`src/rtl/core/mi3_pkg.sv`:
```
// shared types, defaults and operand tables for the 3x3 matrix inverse
`timescale 1ns / 1ps
`default_nettype none
package mi3_pkg;

	localparam int ELEM_BITS_DEF = 32;
	localparam int FRAC_BITS_DEF = 16;
	localparam int Q_DEPTH       = 2;
	localparam int N_ELEM        = 9;
	localparam int COF_STEPS     = 18;
	localparam int MUL_STEPS     = 24;

	typedef enum logic [2:0] {
		ST_IDLE,
		ST_MUL,
		ST_FLUSH,
		ST_DSET,
		ST_DRUN,
		ST_EMIT
	} state_t;

	// cofactor c uses step 2c (first product) and 2c+1 (subtracted product)
	localparam logic [3:0] OPA_TBL [COF_STEPS] = '{
		4'd4, 4'd5, 4'd5, 4'd3, 4'd3, 4'd4,
		4'd7, 4'd8, 4'd8, 4'd6, 4'd6, 4'd7,
		4'd1, 4'd2, 4'd2, 4'd0, 4'd0, 4'd1
	};
	localparam logic [3:0] OPB_TBL [COF_STEPS] = '{
		4'd8, 4'd7, 4'd6, 4'd8, 4'd7, 4'd6,
		4'd2, 4'd1, 4'd0, 4'd2, 4'd1, 4'd0,
		4'd5, 4'd4, 4'd3, 4'd5, 4'd4, 4'd3
	};

endpackage
`default_nettype wire

```
`src/rtl/core/mi3_fifo.sv`:
```
// short matrix queue between the loader and the compute engine
`timescale 1ns / 1ps
`default_nettype none
module mi3_fifo import mi3_pkg::*; #(
	parameter int ELEM_BITS = ELEM_BITS_DEF
) (
	input  wire logic                           clk,
	input  wire logic                           arst_n,
	input  wire logic                           push,
	input  wire logic [N_ELEM*ELEM_BITS-1:0]    push_data,
	output logic                                push_ready,
	output logic                                pop_valid,
	output logic [N_ELEM*ELEM_BITS-1:0]         pop_data,
	input  wire logic                           pop
);

	localparam int PW = $clog2(Q_DEPTH);
	localparam int CW = $clog2(Q_DEPTH + 1);

	logic [N_ELEM*ELEM_BITS-1:0] mem_q [Q_DEPTH];
	logic [PW-1:0]               wr_q;
	logic [PW-1:0]               rd_q;
	logic [CW-1:0]               cnt_q;

	assign push_ready = (cnt_q != CW'(Q_DEPTH));
	assign pop_valid  = (cnt_q != '0);
	assign pop_data   = mem_q[rd_q];

	always_ff @(posedge clk or negedge arst_n) begin
		if (!arst_n) begin
			wr_q  <= '0;
			rd_q  <= '0;
			cnt_q <= '0;
		end else begin
			if (push) begin
				wr_q <= (wr_q == PW'(Q_DEPTH - 1)) ? '0 : wr_q + PW'(1);
			end
			if (pop) begin
				rd_q <= (rd_q == PW'(Q_DEPTH - 1)) ? '0 : rd_q + PW'(1);
			end
			if (push && !pop) begin
				cnt_q <= cnt_q + CW'(1);
			end else if (pop && !push) begin
				cnt_q <= cnt_q - CW'(1);
			end
		end
	end

	always_ff @(posedge clk) begin
		if (push) begin
			mem_q[wr_q] <= push_data;
		end
	end

endmodule
`default_nettype wire

```
`config.mk`:
```
export PLATFORM = sky130hd
export DESIGN_NAME = mi3_fifo
export DESIGN_NICKNAME = d
export VERILOG_FILES = /design/src/rtl/core/mi3_pkg.sv /design/src/rtl/core/mi3_fifo.sv
export SDC_FILE = /design/constraint.sdc
export NUM_CORES = 1
export LEC_CHECK = 0
export ABC_AREA = 1
export BUFFER_PORTS_ARGS = -buffer_cell sky130_fd_sc_hd__buf_4
export CORE_ASPECT_RATIO = 1.5
export CORE_MARGIN = 8
export CORE_UTILIZATION = 40
export CTS_CLUSTER_DIAMETER = 200
export DETAILED_ROUTE_END_ITERATION = 8
export PLACE_DENSITY_LB_ADDON = 0.25
export SYNTH_ARGS = -nofsm -noshare
export SYNTH_HDL_FRONTEND = slang
export SYNTH_SLANG_ARGS = --single-unit
export TNS_END_PERCENT = 100
```
`constraint.sdc`:
```
create_clock -name clk -period 29 [get_ports clk]
set_input_delay 1.45 -clock clk [delete_from_list [all_inputs] [get_ports clk]]
set_output_delay 1.45 -clock clk [all_outputs]
set_load 0.02 [all_outputs]
```
; Word level (Yosys, flattened, before mapping)
; Memory sizes are Yosys's and may differ from the RTL's.
; Index checks and enable logic that the tools add are counted.
[totals]
ff_bits = 4
ram_bits = 576
inputBits = 292
out_inout_bits = 290
word_cells = 21
mem_count = 1
[op_classes]
addsub = 4
n_eq_ne = 1
muxes = 6
reduce_logical = 6
[mem_list]
columns = memory, words, width, rd, rd_clocked_by_memory_dff, wr, line
row1 = mem_q, 2, 288, 1, 0, 1, mi3_fifo.sv:20  ; logic [N_ELEM*ELEM_BITS-1:0] mem_q [Q_DEPTH];
[ops]
columns = operator, n
row1 = $mux 1, 4
row2 = $mux 2, 2
row3 = $reduce_bool 2->1, 2
row4 = $add 1x1->1 const B, 2
row5 = $add 2x1->2 const B, 1
row6 = $logic_and 1x1->1, 2
row7 = $logic_not 1->1, 2
row8 = $ne 2x2->1 const B, 1
row9 = $sub 2x1->2 const B, 1

; Depth between registers and ports, before layout
[depth]
depth_word = 4
depth_mapped = 7
mapped_depth_nobuf = 7

; Worst setup path after synthesis
; Ideal clock, no wire load.
[synth_timing]
path_type = input-to-reg
from = input push
to = memory mem_q[0][0] in the netlist's numbering (enable)
arrival_time_ps = 13519
t_required_ps = 28049
slack_ps = 14530
path_stages = 2
n_path_buf = 0
cell_sequence = inv_1 > nor2_1
[synth_between]
elab_chain_cells = 2
[synth_lines]
columns = item, line
row1 = from (decl), mi3_fifo.sv:9  ; input wire logic push,
row2 = $mux 1, mi3_fifo.sv:50  ; if (push) begin
row3 = $mux 1 (not written as such), mi3_fifo.sv:51  ; mem_q[wr_q] <= push_data;
row4 = to (decl), mi3_fifo.sv:20
; No other way between the ends.

; Worst setup path after layout
[layout_timing]
from = register rd_q
to = output pop_data[7]
[layout_between]
elab_chain_cells = 1
[layout_lines]
columns = item, line
row1 = from (decl), mi3_fifo.sv:22  ; logic [PW-1:0] rd_q;
row2 = from (signal assigned), mi3_fifo.sv:39  ; rd_q <= (rd_q == PW'(Q_DEPTH - 1)) ? '0 : rd_q + PW'(1);
row3 = $mem_v2 2x288, --
row4 = to (decl), mi3_fifo.sv:13  ; output logic [N_ELEM*ELEM_BITS-1:0] pop_data,
; No other way between the ends.

==> flow_summary.json <==
{
  "run_status": "finished clean",
  "dp_hpwl_mm": 39.1,
  "cts-resized-gates": 0,
  "layout.nets": 1828,
  "netSwitchingPower_w": 0.000926,
  "route.detailed.wl_per_inst_um": 23.7,
  "setup-tns-final_ps": 0,
  "hold_class": "flop to flop",
  "combPwrFrac_pct": 36.4,
  "synth.top_cell.area_share_pct": 79.3,
  "grt_first_pass_wirelength_mm": 75.3,
  "io_buffer_count": 581,
  "tritoncts_clock_tree": "done",
  "vdd.ir_drop.worst_mv": 0.0845,
  "setup.worst_path.end_class": "primary output",
  "via_density_per_instance": 4.75,
  "timing.max_cap.violations": 0,
  "maxClockFrequency_ghz": 0.157,
  "synth.ff_latch_count": 580,
  "yosys_warnings": 0,
  "drt_first_pass_iters": 6,
  "total_power_w": 0.00295,
  "timing.slew.headroom_pct": 25.8,
  "synth.mux.area_fraction_pct": 18.3,
  "drive_above_1_share_pct": 60.8,
  "drt_iter0_markers": 365,
  "post-route-min-period_ps": 6360,
  "placement.setup.worst_slack_ps": 23270,
  "row_count": 105,
  "drt_drc_violations_left": 0,
  "clock_tree.buffer_depth": 3,
  "h-tree-depth": 2,
  "antenna_found_initial": 13,
  "clk-insertion-delay-late_ps": 580,
  "cp_max_fo": 114,
  "number_of_global_route_vias_before_repair": 11900,
  "critical_path_type": "flop to primary output",
  "synth_top_family_by_area": "multiplexers",
  "final_util_pct": 52.8,
  "syn_area_um2": 21800,
  "tritoncts.num_buffers": 54,
  "multi_input_comb_area_um2": 4080,
  "intPower_w": 0.00202,
  "route.antenna.remaining_nets": 0,
  "syn_to_final_growth_pct": 31.2,
  "timing.final.ws_setup_ps": 22640,
  "floorplan.initialDensity_pct": 40.2,
  "largest_net_degree_at_the_start_of_global_routing": 146,
  "place_area_um2": 26800,
  "setup_violation_total_in_the_final_timing_report": 0,
  "seq_area_frac_synth_pct": 79.8,
  "synth_xor_xnor_area_share_pct": 0.120,
  "design.core.area_um2": 54300,
  "rsz_0062_raised_after_global_routing": "no",
  "synth_top_cell_by_area": "sky130_fd_sc_hd__edfxtp_1",
  "synth_adder_area_share_pct": 0.0574,
  "layout.filler_cells": 4356,
  "seq_power_share_pct": 39.9,
  "drt_wl_total_mm": 54.1,
  "sequential_cell_area_um2": 17400,
  "mappedNetlistNets": 1214,
  "power.share.switching_pct": 31.4,
  "overall_die_width_um": 207,
  "root_buffer_selected_by_cts": "sky130_fd_sc_hd__clkbuf_16",
  "worst_margin_slew_ps": 1110,
  "cts.hold.buffers_added": 0,
  "share_of_the_cycle_needed_by_the_critical_path_after_routing_pct": 21.9,
  "netlist-cell-type-count": 14,
  "synth-simple-area-share_pct": 0.189,
  "overall_fraction_of_global_route_tracks_in_use_pct": 16.4,
  "syn-mean-instance-area_um2": 23.7,
  "clkTransAtPathRegs_ps": 60,
  "worst-endpoint-arrival_ps": 4910,
  "power_density_nw_per_um2": 103,
  "place_congestion": 0.828,
  "final_cell_area_um2": 28600,
  "startpoint_type": "flop",
  "synth_compound_area_share_pct": 0,
  "fin_skew_ps": 15.6,
  "io-pin-count": 582,
  "total_leakage_power_nw": 11.2,
  "fp.dieArea_um2": 62400,
  "dr_total_vias": 10900,
  "cts_setup_buffers": 0,
  "cts_num_sinks": 580,
  "synth_area_leaders": "sky130_fd_sc_hd__edfxtp_1, sky130_fd_sc_hd__mux2_4, sky130_fd_sc_hd__mux2_2, sky130_fd_sc_hd__buf_6, sky130_fd_sc_hd__dfrtp_1",
  "finalHoldViolCount": 0,
  "postSynthCellCount": 921,
  "floorplan.die.height_um": 302,
  "most_common_library_cell_in_the_layout_ignoring_fill_and_taps": "sky130_fd_sc_hd__buf_4",
  "clock_power_share_pct": 23.7,
  "mostFrequentLayoutCells": "sky130_fd_sc_hd__buf_4, sky130_fd_sc_hd__edfxtp_1, sky130_fd_sc_hd__mux2_4, sky130_fd_sc_hd__mux2_2, sky130_fd_sc_hd__clkbuf_16",
  "cp.required_ps": 27550,
  "globalRoute.totalOverflow": 0,
  "timing_max_transition_violations_final": 0
}
cells by family after synthesis:
group,count (synthesis)
xor+xnor,3
fa+ha+maj,1
buf+inv,39
flops,580
mux,288
simple gates,10
final timing paths:
check,from,end,slack (ps),depth (start not counted)
max in group asynchronous,arst_n,rd_q,28210,1
min in group asynchronous,arst_n,cnt_q[1],660,1
worst max-delay path,rd_q,pop_data[7],22640,5
worst max register to register,rd_q,rd_q,25720,3
worst min register to register,cnt_q[0],cnt_q[0],520,1
worst min-delay path,cnt_q[0],cnt_q[0],520,1
metrics by stage:
stage	hold slack (ps)	instances
after global placement	480	2174
final	519	2284
after floorplan	462	921
after CTS	519	2273
after detailed placement	507	2174
after global routing	541	2284
Yosys cell counts, drive strengths merged:
cell / instances
edfxtp: 576
mux2: 288
buf: 32
inv: 7
nand2: 7
dfrtp: 4
xor2: 2
ha: 1
nand3: 1
nand4: 1
nor2: 1
xnor2: 1
critical path: stages, from the launching register on:
cell                      delay (ps)
sky130_fd_sc_hd__dfrtp_4         970
sky130_fd_sc_hd__buf_12          710
sky130_fd_sc_hd__buf_4           860
sky130_fd_sc_hd__buf_4           920
sky130_fd_sc_hd__mux2_2          420
sky130_fd_sc_hd__buf_4           160
flip-flops by register name (all words and copies together) (netlist names):
name,count
mem_q,576
cnt_q,2
rd_q,1
wr_q,1
cell type report:
type | instances | share of cell area (%)
clock inverters | 27 | 0.975
flip-flops and latches | 580 | 60.8
repair buffers | 590 | 15.6
diodes | 11 | 0.0962
multi-input cells | 302 | 14.3
well taps | 695 | 3.04
clock buffers | 72 | 5.17
inverters | 7 | 0.118
power groups by stage:
stage                     Sequential, W  Clock, W  Combinational (W)
after floorplan                 0.00122         0           0.000710
after global placement          0.00119         0            0.00109
after detailed placement        0.00119         0            0.00109
after CTS                       0.00118  0.000721            0.00109
after global routing            0.00119  0.000749            0.00113
final                           0.00117  0.000698            0.00107
metal layers:
layer  vias to the layer above  wire length [um]  track usage (%)
li1                       4903                 -                -
met1                      5376             17800             15.8
met2                       467             28200             29.0
met3                       103              5880             7.63
met4                         4              2260             8.29
met5                         -                27                0
(Power assumes the default switching activity.)
