### src/rtl/core/mi3_pkg.sv
// shared types, defaults and operand tables for the 3x3 matrix inverse
`timescale 1ns / 1ps
`default_nettype none
package mi3_pkg;

	localparam int ELEM_BITS_DEF = 32;
	localparam int FRAC_BITS_DEF = 16;
	localparam int Q_DEPTH       = 2;
	localparam int N_ELEM        = 9;
	localparam int COF_STEPS     = 18;
	localparam int MUL_STEPS     = 24;

	typedef enum logic [2:0] {
		ST_IDLE,
		ST_MUL,
		ST_FLUSH,
		ST_DSET,
		ST_DRUN,
		ST_EMIT
	} state_t;

	// cofactor c uses step 2c (first product) and 2c+1 (subtracted product)
	localparam logic [3:0] OPA_TBL [COF_STEPS] = '{
		4'd4, 4'd5, 4'd5, 4'd3, 4'd3, 4'd4,
		4'd7, 4'd8, 4'd8, 4'd6, 4'd6, 4'd7,
		4'd1, 4'd2, 4'd2, 4'd0, 4'd0, 4'd1
	};
	localparam logic [3:0] OPB_TBL [COF_STEPS] = '{
		4'd8, 4'd7, 4'd6, 4'd8, 4'd7, 4'd6,
		4'd2, 4'd1, 4'd0, 4'd2, 4'd1, 4'd0,
		4'd5, 4'd4, 4'd3, 4'd5, 4'd4, 4'd3
	};

endpackage
`default_nettype wire

### src/rtl/core/mi3_front.sv
// front end: collects nine elements and hands the full matrix to the queue
`timescale 1ns / 1ps
`default_nettype none
module mi3_front import mi3_pkg::*; #(
	parameter int ELEM_BITS = ELEM_BITS_DEF
) (
	input  wire logic                           clk,
	input  wire logic                           arst_n,
	input  wire logic                           in_valid,
	output logic                                in_ready,
	input  wire logic [ELEM_BITS-1:0]           in_elem,
	output logic                                push,
	output logic [N_ELEM*ELEM_BITS-1:0]         push_data,
	input  wire logic                           push_ready
);

	logic [3:0]           cnt_q;
	logic [ELEM_BITS-1:0] ld_q [8];
	logic                 accept;
	logic                 ninth;

	assign ninth    = (cnt_q == 4'(N_ELEM - 1));
	assign in_ready = !ninth || push_ready;
	assign accept   = in_valid && in_ready;
	assign push     = accept && ninth;

	always_comb begin
		for (int i = 0; i < N_ELEM - 1; i++) begin
			push_data[i*ELEM_BITS +: ELEM_BITS] = ld_q[i];
		end
		push_data[(N_ELEM-1)*ELEM_BITS +: ELEM_BITS] = in_elem;
	end

	always_ff @(posedge clk or negedge arst_n) begin
		if (!arst_n) begin
			cnt_q <= '0;
		end else if (accept) begin
			cnt_q <= ninth ? 4'd0 : cnt_q + 4'd1;
		end
	end

	always_ff @(posedge clk) begin
		if (accept && !ninth) begin
			ld_q[cnt_q[2:0]] <= in_elem;
		end
	end

endmodule
`default_nettype wire

### config.mk
export PLATFORM = sky130hd
export DESIGN_NAME = mi3_front
export DESIGN_NICKNAME = d
export VERILOG_FILES = /design/src/rtl/core/mi3_pkg.sv /design/src/rtl/core/mi3_front.sv
export SDC_FILE = /design/constraint.sdc
export NUM_CORES = 1
export LEC_CHECK = 0
export ABC_CLOCK_PERIOD_IN_PS = 6100
export BUFFER_PORTS_ARGS = -buffer_cell sky130_fd_sc_hd__buf_2
export CORE_MARGIN = 2
export CORE_UTILIZATION = 40
export DETAILED_ROUTE_END_ITERATION = 10
export PLACE_DENSITY = 0.68
export SLEW_MARGIN = 20
export SYNTH_ARGS = -nofsm -noshare
export SYNTH_HDL_FRONTEND = slang
export SYNTH_SLANG_ARGS = --single-unit
### constraint.sdc
create_clock -name clk -period 6.1 [get_ports clk]
set_clock_uncertainty 0.1 [all_clocks]
set_input_delay 0.61 -clock clk [delete_from_list [all_inputs] [get_ports clk]]
set_output_delay 0.61 -clock clk [all_outputs]
set_load 0.01 [all_outputs]
=== After elaboration in Yosys (flattened, before gate mapping) ===
Memory sizes are Yosys's and may differ from the RTL's.
Cells that the tools add are included.
W data, S select, Z words.

* Multipliers: 0
* Bitwise gates (word level): 0
* $add $sub $neg: 1
* Magnitude comparators: 0
* Reduce and logical (&&, ||, !) cells: 5
* Shift-type cells: 0
* Eq/ne operators: 1
* Multiplexer cells: 3
* Div/mod/pow operators: 0

{| class="wikitable"
|+ Operators with widths
! cell !! number
|-
| $add A4 B1 Y4 const B || 1
|-
| $eq A4 B4 Y1 const B || 1
|-
| $mux W4 || 1
|-
| $logic_and A1 B1 Y1 || 3
|-
| $mux W1 || 2
|-
| $logic_not A1 Y1 || 1
|-
| $logic_or A1 B1 Y1 || 1
|}

* ROM bits: 0
* Memories: 1
* Bits in latches: 0
* Register bits after elaboration: 4
* Bits in writable memories: 256
* Output and inout bits: 290

{| class="wikitable"
|+ Memory list
! memory !! words !! bits a word !! read ports !! clocked after memory_dff !! write ports !! RTL line !! source
|-
| ld_q || 8 || 32 || 8 || 0 || 1 || mi3_front.sv:18 || <nowiki>logic [ELEM_BITS-1:0] ld_q [8];</nowiki>
|}

=== Logic depth before layout (Yosys ltp) ===
Gate-level depths: netlist of the first run.

* Word-level depth: 7
* Gate-level depth with buffers: 5
* Depth with buffers taken out: 5

=== Least setup slack after synthesis of the first run ===
OpenSTA, ideal clock, no wires.

* Path type: reg2reg
* From: register cnt_q[0]
* To: memory ld_q[2][0] in the netlist's numbering (enable)
* Library setup time: 468 ps
* Required time: 5,532 ps
* Data arrival time: 3,347 ps
* Path buffers: 0
* Cell stages (with the launch flop): 5
* Path slack: 2,185 ps
* Period minus slack after synthesis: 3,915 ps
* Cells stage by stage: dfrtp_1 -> inv_1 -> ha_1 -> a21oi_1 -> nor3b_1

* Word-level cells in the longest chain between the ends: 7

{| class="wikitable"
|+ RTL lines
! element !! RTL line !! source
|-
| start: declaration || mi3_front.sv:17 || <nowiki>logic [3:0] cnt_q;</nowiki>
|-
| start signal: assignment || mi3_front.sv:38 || <nowiki>cnt_q <= ninth ? 4'd0 : cnt_q + 4'd1;</nowiki>
|-
| $eq A4 B4 Y1 || mi3_front.sv:22 || <nowiki>assign ninth = (cnt_q == 4'(N_ELEM - 1));</nowiki>
|-
| $logic_not A1 Y1 || mi3_front.sv:23, mi3_front.sv:43 ||
|-
| $logic_or A1 B1 Y1 || mi3_front.sv:23 || <nowiki>assign in_ready = !ninth || push_ready;</nowiki>
|-
| $logic_and A1 B1 Y1 || mi3_front.sv:24 || <nowiki>assign accept = in_valid && in_ready;</nowiki>
|-
| $logic_and A1 B1 Y1 || mi3_front.sv:43 || <nowiki>if (accept && !ninth) begin</nowiki>
|-
| $mux W1 || mi3_front.sv:43 ||
|-
| $mux W1 (implied by the code) || mi3_front.sv:44 || <nowiki>ld_q[cnt_q[2:0]] <= in_elem;</nowiki>
|-
| end: declaration || mi3_front.sv:18 ||
|}

Several ways; a longest one is shown, not always the timed one.

=== Worst setup path in the final report of the first run ===
* From: register cnt_q[0]
* To: output in_ready

* Word-level cells in the longest chain between the ends: 3

{| class="wikitable"
|+ RTL lines
! element !! RTL line !! source
|-
| $eq A4 B4 Y1 || mi3_front.sv:22 ||
|-
| $logic_not A1 Y1 || mi3_front.sv:23 ||
|-
| $logic_or A1 B1 Y1 || mi3_front.sv:23 ||
|-
| end: declaration || mi3_front.sv:10 || <nowiki>output logic in_ready,</nowiki>
|}

Every way passes these cells.

==> run metrics, run 1 <==
CTS tree=yes; TritonRoute pass-1 iters=5; Slew Limit Fails=0; n_diodes=0; first-iteration detailed-routing DRC count=205; final WL=17700 um; Placed Area=10000 um^2; Clock Latency Late Sink=0.51 ns; CTS Buf Count=26; most common cell after layout, fill and taps aside=buf_2; standard-cell rows=52; H-tree levels=1; Worst setup SP type=flip-flop; Yosys top cell area share=0.932; reg2reg start=cnt_q[0]; area of the multi-input gates=218 um^2; fin cells=939; Mapped Area=8250 um^2; reg2reg end=ld_q[1][20]; Buffers on Ports=325; HP Class=primary input to flip-flop; unrepaired setup endpoints after global routing=no; post-synthesis register bit count=260; CP Capture Type=output pin; Distinct cells, synth=24; post-synth net total=364; crit path capture=in_ready; vias in the first global route=4395; Slew @ Worst Pin=0.903 ns; Seq/Total Area, Yosys=0.944; DR vias/cell=4.61; Design Area, Final=10900 um^2; FF+latch area=7790 um^2; post-CTS sizing=0; post-DP HPWL=11300 um; synth warn=0; commonest cells after routing, fill and taps aside=buf_2 (325), edfxtp_1 (256), clkbuf_16 (27); largest net degree at the start of global routing=33; Slew HR=0.398; Hold Fails Final Rpt=0; Vias=4327; Tcrit/Tclk final=0.438; first-pass GRT wire length=26100 um; # Post-CTS Setup Buffers=0; hold_buf cts=1; largest cells by area after synthesis=edfxtp_1 (93%), buf_4 (2.9%), dfrtp_1 (1.2%); Core ar.=20200 um^2; total track usage=0.157; hold_ws=0.280 ns; share of cells above drive strength 1=0.559; Placer Congestion=0.792; Total Power=4.30 mW; post-route ant nets=0; Peak Freq=374 MHz; Peak VDD IR=0.271 mV; # IOs=326; clock sinks=260; arrival time of the worst setup path=1.96 ns; TNS Setup=0 ns; synth-to-layout area growth=31.7%; power density over cell area=396 nW/um^2; initial antenna violation count=0; LEAKAGE=4.17 nW; max cap viols=0; Critical path origin=cnt_q[0]; root buffer cell=clkbuf_16; Avg WL per Cell=18.9 um; Die Wd=148 um; clk buf depth=3; DRC viols=0; synthesized instance count=326; CP Data Required Time=5.39 ns; Crit Path Max Fanout=7; area leader, netlist=edfxtp_1; synthesized area per cell=25.3 um^2; Final Setup Violations=0; Crit Path Category=flip-flop to output pin; Placed Cells=890; outcome=finished clean; clk slew on worst S/H paths=0.06 ns; fin nets=688; r2r worst-path depth=4; Overflow after GRT=0; chip height=148 um; r2r setup slk=3.66 ns; Initial Utilization=0.408; crit path time final=2.67 ns; Die ar.=21800 um^2; layout filler cell count=1603
-- synthesized netlist by cell type, drive strengths merged --
cell / number
edfxtp: 256
buf: 34
nand2: 7
and3: 4
dfrtp: 4
inv: 3
ha: 2
nor2: 2
nor3b: 2
o21ai: 2
a21oi: 1
mux2: 1
nand3: 1
nand4: 1
nor2b: 1
nor3: 1
o2bb2ai: 1
o311ai: 1
o31ai: 1
or3: 1
-- worst min-delay path by stage --
stage                     cells after the start  slack [ns]        start     endpoint
after floorplan                               0        0.21       arst_n     cnt_q[0]
after global placement                        1        0.31       arst_n     cnt_q[2]
after detailed placement                      1        0.32       arst_n     cnt_q[1]
after CTS                                     1        0.26  in_elem[14]  ld_q[7][14]
after global routing                          1        0.26   in_elem[6]   ld_q[7][6]
final                                         1        0.28  in_elem[14]  ld_q[5][14]
-- layer usage --
metal  up-vias  wire length, um  global-route usage
met5         -                0                   0
met4         0              381              0.0519
met3        36             1470              0.0380
met2       263             9210               0.276
met1      2130             6650               0.190
li1       1898                -                   -
-- logic make-up (layout without fill, tap and decap cells) --
logic type | Yosys count | count (layout) | synth area share
flops | 260 | 260 | 0.944
fa+ha+maj | 2 | 2 | 0.00303
buf+inv | 37 | 380 | 0.0325
simple gates | 20 | 20 | 0.0127
compound gates | 6 | 6 | 0.00652
mux | 1 | 1 | 0.00136
-- stage by stage --
| stage | worst slack [ns] | utilization |
|---|---|---|
| after floorplan | 2.18 | - |
| after global placement | 3.80 | 0.494 |
| after detailed placement | 3.68 | 0.494 |
| after CTS | 3.42 | 0.535 |
| after global routing | 3.31 | 0.537 |
| final | 3.43 | 0.537 |
-- worst max-delay path, stage by stage, from the launching register on --
cell and delay (ns):
dfrtp_1 0.44, inv_1 0.18, ha_1 0.23, nand2_2 0.13, or3_1 0.32, buf_2 0.14
-- power by group --
| group | internal (mW) | leakage, nW | switching (mW) |
|---|---|---|---|
| Sequential | 2.21 | 2.37 | 0.0657 |
| Combinational | 0.158 | 1.40 | 0.368 |
| Clock | 0.893 | 0.396 | 0.605 |
-- final cells by class --
class,instances,area share
Inverter,3,0.00104
Timing Repair Buffer,330,0.155
Multi-Input combinational cell,29,0.0200
Tap cell,270,0.0311
Sequential cell,260,0.717
Clock inverter,13,0.0109
Clock buffer,34,0.0646
-- state kept, by name (all words and copies together) (netlist names) --
register	flops
cnt_q	4
ld_q	256
Note: power is estimated with default switching activity, not from simulation.
==> inputs of run 2 (changes only) <==
--- a/config.mk
+++ b/config.mk
@@ -5,12 +5,12 @@
 export SDC_FILE = /design/constraint.sdc
 export NUM_CORES = 1
 export LEC_CHECK = 0
-export ABC_CLOCK_PERIOD_IN_PS = 6100
+export ABC_CLOCK_PERIOD_IN_PS = 2200
 export BUFFER_PORTS_ARGS = -buffer_cell sky130_fd_sc_hd__buf_2
 export CORE_MARGIN = 2
 export CORE_UTILIZATION = 40
 export DETAILED_ROUTE_END_ITERATION = 10
-export PLACE_DENSITY = 0.68
+export PLACE_DENSITY = 0.7
 export SLEW_MARGIN = 20
 export SYNTH_ARGS = -nofsm -noshare
 export SYNTH_HDL_FRONTEND = slang
==> constraint.sdc (replaced) <==
create_clock -name clk -period 2.2 [get_ports clk]
set_clock_uncertainty 0.1 [all_clocks]
set_input_delay 0.22 -clock clk [delete_from_list [all_inputs] [get_ports clk]]
set_output_delay 0.22 -clock clk [all_outputs]
set_load 0.01 [all_outputs]
==> run metrics, run 2 (synthesis gave the netlist of run 1 again) <==
chip height=148 um (unchanged); Crit Path Max Fanout=6 (-1); power density over cell area=1050 nW/um^2 (+170%); commonest cells after routing, fill and taps aside=buf_2 (325), edfxtp_1 (256), dlygate4sd3_1 (36); Final Setup Violations=0 (unchanged); largest net degree at the start of global routing=33 (unchanged); TNS Setup=0 ns (unchanged); area of the multi-input gates=259 um^2 (+19%); Setup WS post-layout=0.0812 ns (-3.35 ns); Slew Limit Fails=0 (unchanged); r2r setup slk=0.31 ns (-3.35 ns); Worst setup SP type=flip-flop; fin nets=728 (+5.8%); Reg power frac=0.532 (+0.002); cell-internal power=8.97 mW (+170%); synth-to-layout area growth=37.1%; Max stage delay cell, worst path=dfrtp_2; Clock Latency Late Sink=0.51 ns (about the same); clk slew on worst S/H paths=0.05 ns (about the same); Total Power=11.9 mW (+180%); hold_ws=0.0520 ns (-0.228 ns); met2 WL=9810 um (+6.5%); final WL=18200 um (+2.8%); arrival time of the worst setup path=1.80 ns (-0.16 ns); initial antenna violation count=0 (unchanged); combinational power share=0.142 (+0.020); standard-cell rows=52 (unchanged); CP Data Required Time=1.88 ns (-3.51 ns); met3 wire len=1350 um (-8.6%); Slew @ Worst Pin=0.435 ns (-0.468 ns); # IOs=326 (unchanged); CTS Buf Count=26 (unchanged); post-route ant nets=0 (unchanged); Overflow after GRT=0 (unchanged); LEAKAGE=4.34 nW (+4.0%); clock sinks=260 (unchanged); Top delay family on crit path=simple AND/OR/NAND/NOR gates; CP Capture Type=output pin; pre-CTS setup slack=0.383 ns (-3.29 ns); Sw Ratio=0.246 (+0.00411); max reg flops=256 (unchanged); top routing layer in use=met4; fin util=0.559 (+0.0223); most common cell after layout, fill and taps aside=buf_2; DRC viols=0 (unchanged); Peak Freq=472 MHz; Clk pwr share=0.326 (-0.022); first-pass GRT wire length=26500 um (+1.5%); TritonRoute pass-1 iters=4 (-1); clk buf depth=3 (unchanged); share of cells above drive strength 1=0.542 (-0.0173); CP Cell Sequence=inv_2, ha_4, nand2_2, or3_4, buf_2; met1 wire length=6640 um (-0.11%); Die Wd=148 um (unchanged); Avg WL per Cell=18.6 um (-1.2%); DR vias/cell=4.53 (-1.7%); Die ar.=21800 um^2 (unchanged); WP buf/inv=2 (unchanged); H-tree levels=1 (unchanged); Vias=4425 (+2.3%); crit path time final=2.12 ns; Tcrit/Tclk final=0.963; Hold Fails Final Rpt=0 (unchanged); Psw=2.92 mW (+180%); CTS tree=yes; max cap viols=0 (unchanged); n_diodes=0 (unchanged); Slowest Stage Delay on Critical Path=0.44 ns (about the same); Buffers on Ports=325 (unchanged); Initial Utilization=0.408 (unchanged); Placer Congestion=0.763 (-3.6%); root buffer cell=clkbuf_16; unrepaired setup endpoints after global routing=no; outcome=finished clean; first-iteration detailed-routing DRC count=182 (-11%); post-DP HPWL=11300 um (+0.24%); HP Class=primary input to flip-flop; total track usage=0.159 (+0.00212); layout filler cell count=1535 (-4.2%); Crit Path Category=flip-flop to output pin; Core ar.=20200 um^2 (unchanged); Slew HR=0.710 (+0.312); vias in the first global route=4608 (+4.8%); FF+latch area=7790 um^2 (about the same); Peak VDD IR=0.665 mV (+140%)
-- run 2: changes by cell type in the layout (fill, tap and decap cells not counted), sizes merged --
cell,before,now
buf,329,334
bufinv,2,0
clkbuf,34,35
clkinv,10,7
clkinvlp,2,3
dlygate4sd3,1,36
inv,2,3
-- run 2: per-layer routing --
layer | track usage | up-vias
met5 | 0 | -
met2 | 0.290 | 224
met3 | 0.0398 | 38
met1 | 0.184 | 2181
li1 | - | 1982
met4 | 0.0500 | 0
-- run 2: worst register-to-register path: stages, from the launching register on --
cell	delay [ns]
dfrtp_2	0.44
inv_2	0.09
ha_4	0.16
nand2_2	0.11
o31ai_4	0.22
o2bb2ai_1	0.14
dlygate4sd3_1	0.57
-- run 2: what timing repair did --
item,4_1_cts,5_1_grt
setup endpoints to repair,1,1
buffers inserted,1,0
endpoints found under the hold margin,263,0
hold buffers,36,0
gates resized for setup,0,3
-- run 2: power by group through the flow --
stage	combinational (mW)	clock, mW	sequential (mW)
4_1_cts	1.71	3.98	6.33
6_report	1.69	3.88	6.32
3_5_place_dp	1.62	0	6.43
3_3_place_gp	1.56	0	6.41
5_1_grt	1.81	4.17	6.37
2_1_floorplan	0.501	0	6.67
-- run 2: stage by stage --
| stage | cells | area (um^2) |
|---|---|---|
| floorplan | 326 | 8300 |
| global placement | 895 | 10200 |
| detailed placement | 895 | 10200 |
| CTS | 977 | 11300 |
| global route | 977 | 11300 |
| finish | 977 | 11300 |
-- run 2: final cells by class --
| class | instances | share of cell area |
|---|---|---|
| Clock buffer | 35 | 0.0624 |
| Clock inverter | 10 | 0.00453 |
| Inverter | 3 | 0.00122 |
| Multi-Input combinational cell | 29 | 0.0229 |
| Sequential cell | 260 | 0.689 |
| Tap cell | 270 | 0.0299 |
| Timing Repair Buffer | 370 | 0.190 |
-- run 2: worst paths after layout --
kind                            start  endpoint  cells past startpoint
setup / recovery             cnt_q[1]  in_ready                      5
hold / removal             push_ready  cnt_q[1]                      3
setup reg to reg             cnt_q[1]  cnt_q[0]                      6
hold reg to reg              cnt_q[1]  cnt_q[1]                      1
max in group asynchronous      arst_n  cnt_q[1]                      3
min in group asynchronous      arst_n  cnt_q[3]                      3
